**src/rtl/core/stereo_comb_allpass_delay_unit_defines.svh**
```systemverilog
// Assertion macros shared by the delay unit RTL.
`ifndef STEREO_COMB_ALLPASS_DELAY_UNIT_DEFINES_SVH
`define STEREO_COMB_ALLPASS_DELAY_UNIT_DEFINES_SVH

// Same-cycle implication, checked on clk, off while rst_n is low.
`define SACD_ASSERT_IMP(label, ante, cons, msg) \
    label: assert property (@(posedge clk) disable iff (!rst_n) (ante) |-> (cons)) \
        else $error(msg);

// Next-cycle implication, checked on clk, off while rst_n is low.
`define SACD_ASSERT_NXT(label, ante, cons, msg) \
    label: assert property (@(posedge clk) disable iff (!rst_n) (ante) |=> (cons)) \
        else $error(msg);

`endif

```
**src/rtl/core/sacd_pkg.sv**
```systemverilog
// Shared constants, types and helpers of the comb/allpass delay unit.
package sacd_pkg;

    localparam int MaxDelay = 4096;
    localparam int AddrW    = $clog2(MaxDelay);
    localparam int LenW     = AddrW + 1;
    localparam int SampleW  = 16;
    localparam int GainW    = 15;
    localparam int DlenW    = 13;
    localparam int LagW     = 12;
    localparam int CfgW     = 15;
    localparam int CfgAddrW = 2;
    localparam int ProdW    = SampleW + GainW + 1;
    localparam int SumW     = SampleW + 2;

    typedef enum logic [CfgAddrW-1:0] {
        CFG_FILTER_MODE   = 2'd0,
        CFG_DELAY_LENGTH  = 2'd1,
        CFG_READ_LAG      = 2'd2,
        CFG_FEEDBACK_GAIN = 2'd3
    } cfg_idx_t;

    // controller -> datapath commands
    typedef struct packed {
        logic capture;   // latch input beat, clamp length/lag/write pointer
        logic addr;      // form read pointer, advance write pointer
        logic rd;        // delay memory read
        logic mul;       // gain multiply
        logic mul_w;     // multiply the written value instead of the read one
        logic wr;        // delay memory write
        logic load_out;  // load output register
    } sacd_cmd_t;

    function automatic logic signed [SampleW-1:0] sat_sample(
        input logic signed [SumW-1:0] v
    );
        logic signed [SumW-1:0] hi;
        logic signed [SumW-1:0] lo;
        hi = SumW'((1 << (SampleW - 1)) - 1);
        lo = -hi - SumW'(1);
        if (v > hi)
        begin
            return hi[SampleW-1:0];
        end
        else if (v < lo)
        begin
            return lo[SampleW-1:0];
        end
        return v[SampleW-1:0];
    endfunction

endpackage

```
**src/rtl/core/sacd_ctrl.sv**
```systemverilog
// Sequencer of the delay unit: handshakes and datapath commands.
`include "stereo_comb_allpass_delay_unit_defines.svh"

module sacd_ctrl
    import sacd_pkg::*;
(
    input  logic      clk,
    input  logic      rst_n,
    input  logic      s_axis_tvalid,
    output logic      s_axis_tready,
    output logic      m_axis_tvalid,
    input  logic      m_axis_tready,
    output sacd_cmd_t cmd
);

    typedef enum logic [6:0] {
        ST_IDLE   = 7'b0000001,
        ST_ADDR   = 7'b0000010,
        ST_READ   = 7'b0000100,
        ST_MUL1   = 7'b0001000,
        ST_WRITE  = 7'b0010000,
        ST_MUL2   = 7'b0100000,
        ST_FINISH = 7'b1000000
    } state_t;

    state_t state_reg;
    state_t state_next;
    logic   m_tvalid_reg;
    logic   m_tvalid_next;
    logic   out_free;

    assign out_free      = !m_tvalid_reg || m_axis_tready;
    assign s_axis_tready = (state_reg == ST_IDLE);
    assign m_axis_tvalid = m_tvalid_reg;

    always_comb
    begin
        state_next = state_reg;
        cmd        = '0;
        case (state_reg)
            ST_IDLE:
            begin
                if (s_axis_tvalid)
                begin
                    cmd.capture = 1'b1;
                    state_next  = ST_ADDR;
                end
            end
            ST_ADDR:
            begin
                cmd.addr   = 1'b1;
                state_next = ST_READ;
            end
            ST_READ:
            begin
                cmd.rd     = 1'b1;
                state_next = ST_MUL1;
            end
            ST_MUL1:
            begin
                cmd.mul    = 1'b1;
                state_next = ST_WRITE;
            end
            ST_WRITE:
            begin
                cmd.wr     = 1'b1;
                state_next = ST_MUL2;
            end
            ST_MUL2:
            begin
                cmd.mul    = 1'b1;
                cmd.mul_w  = 1'b1;
                state_next = ST_FINISH;
            end
            ST_FINISH:
            begin
                if (out_free)
                begin
                    cmd.load_out = 1'b1;
                    state_next   = ST_IDLE;
                end
            end
            default:
            begin
                state_next = ST_IDLE;
            end
        endcase
    end

    always_comb
    begin
        m_tvalid_next = m_tvalid_reg;
        if (cmd.load_out)
        begin
            m_tvalid_next = 1'b1;
        end
        else if (m_axis_tready)
        begin
            m_tvalid_next = 1'b0;
        end
    end

    always_ff @(posedge clk or negedge rst_n)
    begin
        if (!rst_n)
        begin
            state_reg    <= ST_IDLE;
            m_tvalid_reg <= 1'b0;
        end
        else
        begin
            state_reg    <= state_next;
            m_tvalid_reg <= m_tvalid_next;
        end
    end

    `SACD_ASSERT_NXT(a_accept_starts_item, s_axis_tvalid && s_axis_tready, state_reg == ST_ADDR, "accepted beat did not start the sequence")
    `SACD_ASSERT_IMP(a_result_from_finish, $rose(m_tvalid_reg), $past(state_reg) == ST_FINISH, "result raised outside the finish step")

endmodule

```
**config.mk**
```make
export PLATFORM = sky130hd
export DESIGN_NAME = sacd_ctrl
export DESIGN_NICKNAME = d
export VERILOG_FILES = /design/src/rtl/core/sacd_pkg.sv /design/src/rtl/core/sacd_ctrl.sv
export VERILOG_INCLUDE_DIRS = /design/src /design/src/rtl/core
export SDC_FILE = /design/constraint.sdc
export NUM_CORES = 1
export LEC_CHECK = 0
export BUFFER_PORTS_ARGS = -buffer_cell sky130_fd_sc_hd__buf_2
export CAP_MARGIN = 10
export CORE_AREA = 2 2 39 41
export CTS_BUF_LIST = sky130_fd_sc_hd__clkbuf_8 sky130_fd_sc_hd__clkbuf_16
export DETAILED_ROUTE_END_ITERATION = 8
export DIE_AREA = 0 0 41 43
export GPL_TIMING_DRIVEN = 0
export HOLD_SLACK_MARGIN = 0.06
export PLACE_DENSITY = 0.66
export RECOVER_POWER = 50
export SLEW_MARGIN = 20
export SYNTH_ARGS = -nofsm -noshare
export SYNTH_HDL_FRONTEND = slang
export SYNTH_SLANG_ARGS = --single-unit
```
**constraint.sdc**
```tcl
create_clock -name clk -period 1.95 [get_ports clk]
set_input_delay 0 -clock clk [delete_from_list [all_inputs] [get_ports clk]]
set_output_delay 0 -clock clk [all_outputs]
set_load 0.03 [all_outputs]
```
# Yosys cells after proc, flatten, opt, wreduce, memory -nomap -nowiden
# Index checks and enable logic that the tools add are counted.
[word_totals]
ff_bits = 8
wordCells = 30
out_inout_bits = 9
input_bits = 4
[classes]
mux = 14
n_eq_ne = 9
reduce_logical = 5
[op_table]
columns = ["operator", "n"]
rows = [
  ["$pmux W7 S7", 1],
  ["$mux W7", 2],
  ["$mux W1", 11],
  ["$eq A7 B1 Y1 const B", 1],
  ["$eq A7 B2 Y1 const B", 1],
  ["$eq A7 B3 Y1 const B", 1],
  ["$eq A7 B4 Y1 const B", 1],
  ["$eq A7 B5 Y1 const B", 1],
  ["$eq A7 B6 Y1 const B", 1],
  ["$eq A7 B7 Y1 const B", 1],
  ["$ne A2 B2 Y1 const B", 2],
  ["$reduce_and A2 Y1", 1],
  ["$reduce_bool A2 Y1", 1],
  ["$reduce_or A2 Y1", 1],
  ["$logic_not A1 Y1", 1],
  ["$logic_or A1 B1 Y1", 1],
]

# Logic depth before layout (Yosys ltp)
# Gate-level depths: netlist (run 1).
[depth]
word_depth = 5
ltp_mapped = 4
depth_no_buf = 4

# Least setup slack after synthesis (run 1)
# OpenSTA, ideal clock, no wires.
[synth_timing]
path_kind = "reg2out"
start = "reg state_reg[1]"
end = "out cmd[1] (netlist bit)"
slack_ns = -0.049
n_path_buf = 0
path_stages_with_launch = 3
t_arrival_ns = 1.999
path_cell_list = "dfrtp_1 > or4b_2 > nor4_1"
[synth_lines]
columns = ["element", "line_no", "text"]
rows = [
  ["start, declared", "sacd_ctrl.sv:26", "state_t state_reg;"],
  ["start signal, assigned", "sacd_ctrl.sv:112", "state_reg <= state_next;"],
  ["end, declared", "sacd_ctrl.sv:13", "output sacd_cmd_t cmd"],
]

==> reports/metrics.csv, run 1 <==
stage;metric;value;unit
route;wl;986;um
timing;period_needed;1.987;ns
cts;cts_sinks;8;
die;dieArea;1763;sq um
synthesis;synth.net_count;50;
synthesis;synth_compound_area_frac;0.1190;
synthesis;synth.area.top_cells;dfrtp_1, dfstp_2, nor4b_1;
placed_design;hpwl;723.8;um
die;die_h;43;um
timing;slew_viol_final;0;
worst_setup_path;required;1.95;ns
synthesis;yosysUniqueCellTypes;26;
finish;area_delta_synth_final;46.30;%
route;antenna_left;0;
synthesis;synth-xor-area-share;0.01852;
finish;finalNetCount;73;
hold_path;hp-class;input pin to asynchronous set/reset pin;
die;start_util;0.3418;
cts;cts_tree;yes;
cts;numCtsBuffers;3;
timing;fmax;503.3;MHz
placed_design;dpl.cell_count;74;
power;p_leak;0.3374;nW
route;drtPass1Iterations;3;
cts;root_buffer;clkbuf_8;
power;p_per_area;1251;nW/um^2
synthesis;ys_ff_latch;8;
grt;grt_start_max_net_pins;11;
timing;finalHoldViolCount;0;
cts;insertion_delay;0.23;ns
timing;tightest_slew;0.4470;ns
worst_setup_path;worstPathCellList;or4b_4 > or4_4 > inv_2 > and2_4 > buf_6;
worst_setup_path;arrival;1.99;ns
timing;rsz0062_at_grt;yes;
status;status;complete, but fails checks;
worst_setup_path;critPathLaunchType;flop;
finish;drive_above_1_share;0.5000;
finish;final_common_cell;buf_2;
synthesis;synth_top_area_share;0.3704;
synthesis;synth.largest_area_cell;dfrtp_1;
timing;relSlewSlack;0.7020;
grt;grt_pass1_vias;382;
synthesis;synth_simple_gate_area_share;0.3730;
worst_setup_path;r2r_cells;4;
route;drt_iter0_markers;4;
finish;largest_reg_flops;7;
cts;clockBufferDepth;2;
synthesis;syn_inst;46;
power;ir_drop;0.0006770;V
route;via_per_inst;5.143;
status;violations;negative setup slack;
synthesis;synthMuxAreaShare;0;
flow_run;max_cap_violations;0;
synthesis;synth_top_family_by_area;simple AND/OR/NAND/NOR gates;
synthesis;netlist_area;473.0;sq um
die;die_x;41;um
placed_design;gp_congestion;0.7584;
route;drc;0;
timing;setup_viol;2;
cts;htreeDepth;1;
finish;final_cells;84;
finish;layout.cells.most_common_list;buf_2, clkbuf_1, dfrtp_1;
die;row_count;14;
synthesis;seq_area_frac_synth;0.4259;
route;routedWlPerCell;11.74;um
timing;setup_slack;-0.03696;ns
synthesis;yosys_warnings;0;
placed_design;io_buffers;12;
grt;grt_overflow_total;0;
placed_design;pre_cts_ws;0.03418;ns
route;vias;432;
finish;antennaDiodeCount;0;
worst_setup_path;crit_slowest_cell;dfstp_2;
power;p_total;0.0008656;W
grt;track_usage;0.1407;
grt;antenna_found_initial;0;
worst_setup_path;critPathMaxFanout;3;
grt;grt_pass1_wl;1.600;mm
worst_setup_path;cp-end-kind;output pin;
cts;path_clk_slew;0.04;ns
timing;finalClockSkew;0.001717;ns
worst_setup_path;path_class;flop to output pin;
die;core-area;1384;sq um
synthesis;syn_avg_cell_area;10.28;sq um
finish;nFillCells;130;
synthesis;synth_fa_ha_area_frac;0;
worst_setup_path;cp_slowest_stage_delay;0.54;ns
die;io_pins;13;
timing;fin_crit_sh;1.019;
timing;whs;0.2165;ns
[final cells by class]
cell class / instances / area, sq um / share of cell area
clock buffers: 3 / 41.29 / 0.05967
repair buffers: 19 / 130.1 / 0.1881
clock inverters: 1 / 3.754 / 0.005425
well taps: 16 / 20.02 / 0.02893
flip-flops and latches: 8 / 203.9 / 0.2948
multi-input cells: 31 / 270.3 / 0.3906
plain buffers: 3 / 11.26 / 0.01627
inverters: 3 / 11.26 / 0.01627
[power by group]
| group | internal [W] | switching (W) | total, W |
|---|---|---|---|
| sequential | 0.000206 | 0.0000246 | 0.000230 |
| clock | 0.000136 | 0.0000605 | 0.000196 |
| combinational | 0.000221 | 0.000218 | 0.000439 |
[worst max-delay path, delay by kind of cell, from the launching register on]
family | cells | cell delay, ns
simple gates | 3 | 1.03
flops | 1 | 0.54
buf+inv | 2 | 0.20
[timing repair]
item	in CTS	in global routing
endpoints found under the setup margin	4	4
hold buffers	3	0
hold endpoints to repair	11	0
pin swaps	2	2
setup buffers	4	0
gates resized for setup	8	2
[synth_stat cells]
| cell type | count |
|---|---|
| a21boi_0 | 1 |
| a21oi_2 | 1 |
| and2_1 | 2 |
| and3_1 | 1 |
| and4b_2 | 2 |
| buf_4 | 1 |
| clkbuf_1 | 3 |
| dfrtp_1 | 7 |
| dfstp_2 | 1 |
| inv_1 | 2 |
| inv_2 | 1 |
| nor2_1 | 3 |
| nor2b_1 | 1 |
| nor3_1 | 2 |
| nor4_1 | 2 |
| nor4b_1 | 3 |
| nor4bb_1 | 1 |
| o2111a_1 | 1 |
| o211a_1 | 1 |
| o21ai_0 | 2 |
| o32ai_1 | 1 |
| or2_2 | 1 |
| or4_4 | 2 |
| or4b_1 | 2 |
| or4b_2 | 1 |
| xor2_1 | 1 |
[metal layers]
metal  vias to the layer above  global-route usage  routed length, um  part of all wire
met5                         -                   0                  0                 0
met4                         0              0.1200                 21             0.021
met3                         3             0.03665                 32             0.032
met2                        10              0.1938                483              0.49
met1                       202              0.1723                448              0.45
li1                        217                   -                  -                 -
[path summary, 6_finish.rpt]
| check | from | slack [ns] | end |
|---|---|---|---|
| setup / recovery | state_reg[0] | -0.04 | cmd[6] |
| hold / removal | rst_n | 0.22 | m_axis_tvalid |
| setup reg to reg | state_reg[0] | 0.26 | state_reg[1] |
| hold reg to reg | state_reg[2] | 0.56 | state_reg[0] |
| max in group asynchronous | rst_n | 1.41 | state_reg[0] |
| min in group clk | s_axis_tvalid | 0.49 | state_reg[0] |
[stage by stage]
step / utilization / setup TNS, ns / cell area, sq um
finish: 0.5000 / -0.05250 / 691.9
global route: 0.5000 / -0.1906 / 691.9
CTS: 0.4964 / -0.2113 / 686.9
detailed placement: 0.4087 / 0 / 565.5
global placement: 0.4087 / 0 / 565.5
floorplan: - / 0 / 485.5
[kinds of logic (layout without fill, tap and decap cells)]
family / after synthesis / count (layout)
buffers and inverters: 7 / 29
and+or+nand+nor: 23 / 23
xor gates and xnor gates: 1 / 1
DFF: 8 / 8
AOI/OAI and AO/OA: 7 / 7
No activity file was read; power rests on OpenSTA's default activity.
==> inputs of run 2 (changes only) <==
--- a/config.mk
+++ b/config.mk
@@ -9,7 +9,6 @@
 export BUFFER_PORTS_ARGS = -buffer_cell sky130_fd_sc_hd__buf_2
 export CAP_MARGIN = 10
 export CORE_AREA = 2 2 39 41
-export CTS_BUF_LIST = sky130_fd_sc_hd__clkbuf_8 sky130_fd_sc_hd__clkbuf_16
 export DETAILED_ROUTE_END_ITERATION = 8
 export DIE_AREA = 0 0 41 43
 export GPL_TIMING_DRIVEN = 0
==> reports/metrics.csv, run 2 (synthesis results as in run 1) <==
stage;metric;value;unit;change
route;antenna_left;0;;unchanged
route;dr_wl_met3;30;um;-6.3%
worst_setup_path;reg2reg_setup_slack;0.25;ns;about the same
timing;setup_viol;3;;+1
timing;fmax;494.9;MHz;-1.7%
finish;area.sequential;203.9;sq um;unchanged
placed_design;dpl.cell_count;74;;unchanged
die;row_count;14;;unchanged
die;dieArea;1763;sq um;unchanged
power;ir_drop;0.0006625;V;-2.1%
cts;cts_sinks;8;;unchanged
worst_setup_path;path_class;flop to output pin;;
worst_setup_path;cp_slowest_stage_delay;0.54;ns;about the same
timing;finalClockSkew;0.002306;ns;+0.0005882 ns
finish;multiInputGateArea;270.3;sq um;unchanged
route;vias;431;;-0.23%
route;drt_iter0_markers;8;;+4
worst_setup_path;required;1.95;ns;about the same
grt;grt_pass1_vias;374;;-2.1%
worst_setup_path;critPathMaxFanout;3;;unchanged
cts;htreeDepth;1;;unchanged
timing;finalHoldViolCount;0;;unchanged
die;core-area;1384;sq um;unchanged
finish;final_cells;85;;+1.2%
die;io_pins;13;;unchanged
finish;utilization;0.5000;;unchanged
worst_setup_path;crit_slowest_cell;dfstp_2;;
route;drc;0;;unchanged
route;via_per_inst;5.071;;-1.4%
timing;fin_crit_sh;1.036;;+0.01736
worst_setup_path;cp-end-kind;output pin;;
cts;cts_tree;yes;;
placed_design;gp_congestion;0.7584;;unchanged
placed_design;io_buffers;12;;unchanged
grt;antenna_found_initial;0;;unchanged
route;routedWlPerCell;11.72;um;-0.17%
route;wl_met1;452;um;+0.89%
worst_setup_path;critPathLaunchType;flop;;
worst_setup_path;worst_path_dominant_cell_family;simple AND/OR/NAND/NOR gates;;
finish;layout.cells.most_common_list;clkbuf_1, buf_2, buf_4;;
status;status;complete, but fails checks;;
finish;drive_above_1_share;0.5072;;+0.007246
die;die_h;43;um;unchanged
finish;largest_reg_flops;7;;unchanged
worst_setup_path;arrival;2.02;ns;+0.03 ns
finish;finalNetCount;74;;+1.4%
finish;area_delta_synth_final;46.30;%;unchanged
die;start_util;0.3418;;unchanged
route;met2_wirelength;513;um;+6.2%
timing;setup_slack;-0.07080;ns;-0.03385 ns
timing;rsz0062_at_grt;yes;;
cts;insertion_delay;0.25;ns;+0.02 ns
grt;track_usage;0.1356;;-0.005097
status;violations;negative setup slack;;
power;p_per_area;1237;nW/um^2;-1.1%
flow_run;max_cap_violations;0;;unchanged
timing;period_needed;2.021;ns;+0.03384 ns
cts;path_clk_slew;0.05;ns;about the same
timing;tightest_slew;0.4499;ns;+0.002861 ns
timing;relSlewSlack;0.7001;;-0.001907
die;die_x;41;um;unchanged
finish;antennaDiodeCount;0;;unchanged
timing;slew_viol_final;0;;unchanged
hold_path;hp-class;input pin to asynchronous set/reset pin;;
grt;grt_start_max_net_pins;11;;unchanged
cts;root_buffer;clkbuf_4;;
route;top_layer;met3;;
route;drtPass1Iterations;4;;+1
finish;nFillCells;132;;+1.5%
power;p_leak;0.3323;nW;-1.5%
grt;grt_overflow_total;0;;unchanged
worst_setup_path;worstPathCellList;or4b_4 > or4_4 > inv_4 > and2_4 > buf_6;;
cts;clockBufferDepth;2;;unchanged
cts;numCtsBuffers;3;;unchanged
placed_design;hpwl;723.8;um;unchanged
route;wl;996;um;+1.0%
worst_setup_path;path_buf_inv;2;;unchanged
grt;grt_pass1_wl;1.559;mm;-2.6%
-- run 2: cell count changes in the layout (fill, tap and decap cells not counted) --
cell      previous run  this run
buf_6                2         3
buf_4                4         6
inv_2                1         0
clkbuf_4             0         3
clkbuf_1             5         6
inv_1                3         2
inv_4                0         1
buf_2                8         6
clkbuf_8             3         0
-- run 2: area by class of cell --
| class | count | area share |
|---|---|---|
| timing repair buffer | 20 | 0.2116 |
| tap | 16 | 0.02893 |
| sequential | 8 | 0.2948 |
| inverter | 3 | 0.01989 |
| clock buffer | 4 | 0.03797 |
| buffer | 3 | 0.01627 |
| multi-input combinational | 31 | 0.3906 |
-- run 2: worst paths after layout --
kind | end | depth (start not counted) | start
hold / removal | m_axis_tvalid | 2 | rst_n
setup reg to reg | state_reg[1] | 4 | state_reg[0]
hold reg to reg | m_axis_tvalid | 2 | m_axis_tvalid
max in group asynchronous | state_reg[0] | 2 | rst_n
min in group clk | state_reg[0] | 3 | s_axis_tvalid
setup / recovery | cmd[6] | 5 | state_reg[0]
-- run 2: repair_timing --
action | in CTS | in global routing
hold endpoints to repair | 11 | 0
gates resized for setup | 6 | 9
setup buffers | 4 | 1
pin swaps | 2 | 2
setup endpoints to repair | 4 | 5
hold buffers | 3 | 0
-- run 2: through the flow --
stage	cell area, sq um	setup slack (ns)	total power (W)	setup TNS, ns	hold slack, ns
after floorplan	485.5	0.05921	0.0005004	0	-0.2956
after detailed placement	565.5	0.03418	0.0005714	0	-0.1538
after global routing	691.9	-0.1353	0.0009154	-0.3669	0.2184
after CTS	660.6	-0.1223	0.0007879	-0.3229	0.1143
after global placement	565.5	0.03867	0.0005743	0	-0.1591
final	691.9	-0.07080	0.0008558	-0.1511	0.1919
-- run 2: routing by layer --
metal	GRT usage	up-vias
met1	0.1689	202
met2	0.1938	9
met3	0.01571	0
met5	0	-
li1	-	220
met4	0.1200	0
-- run 2: report_power, final --
group	internal, W	total (W)	switching [W]
Combinational	0.000262	0.000496	0.000233
Clock	0.0000780	0.000130	0.0000518
Sequential	0.000205	0.000230	0.0000253
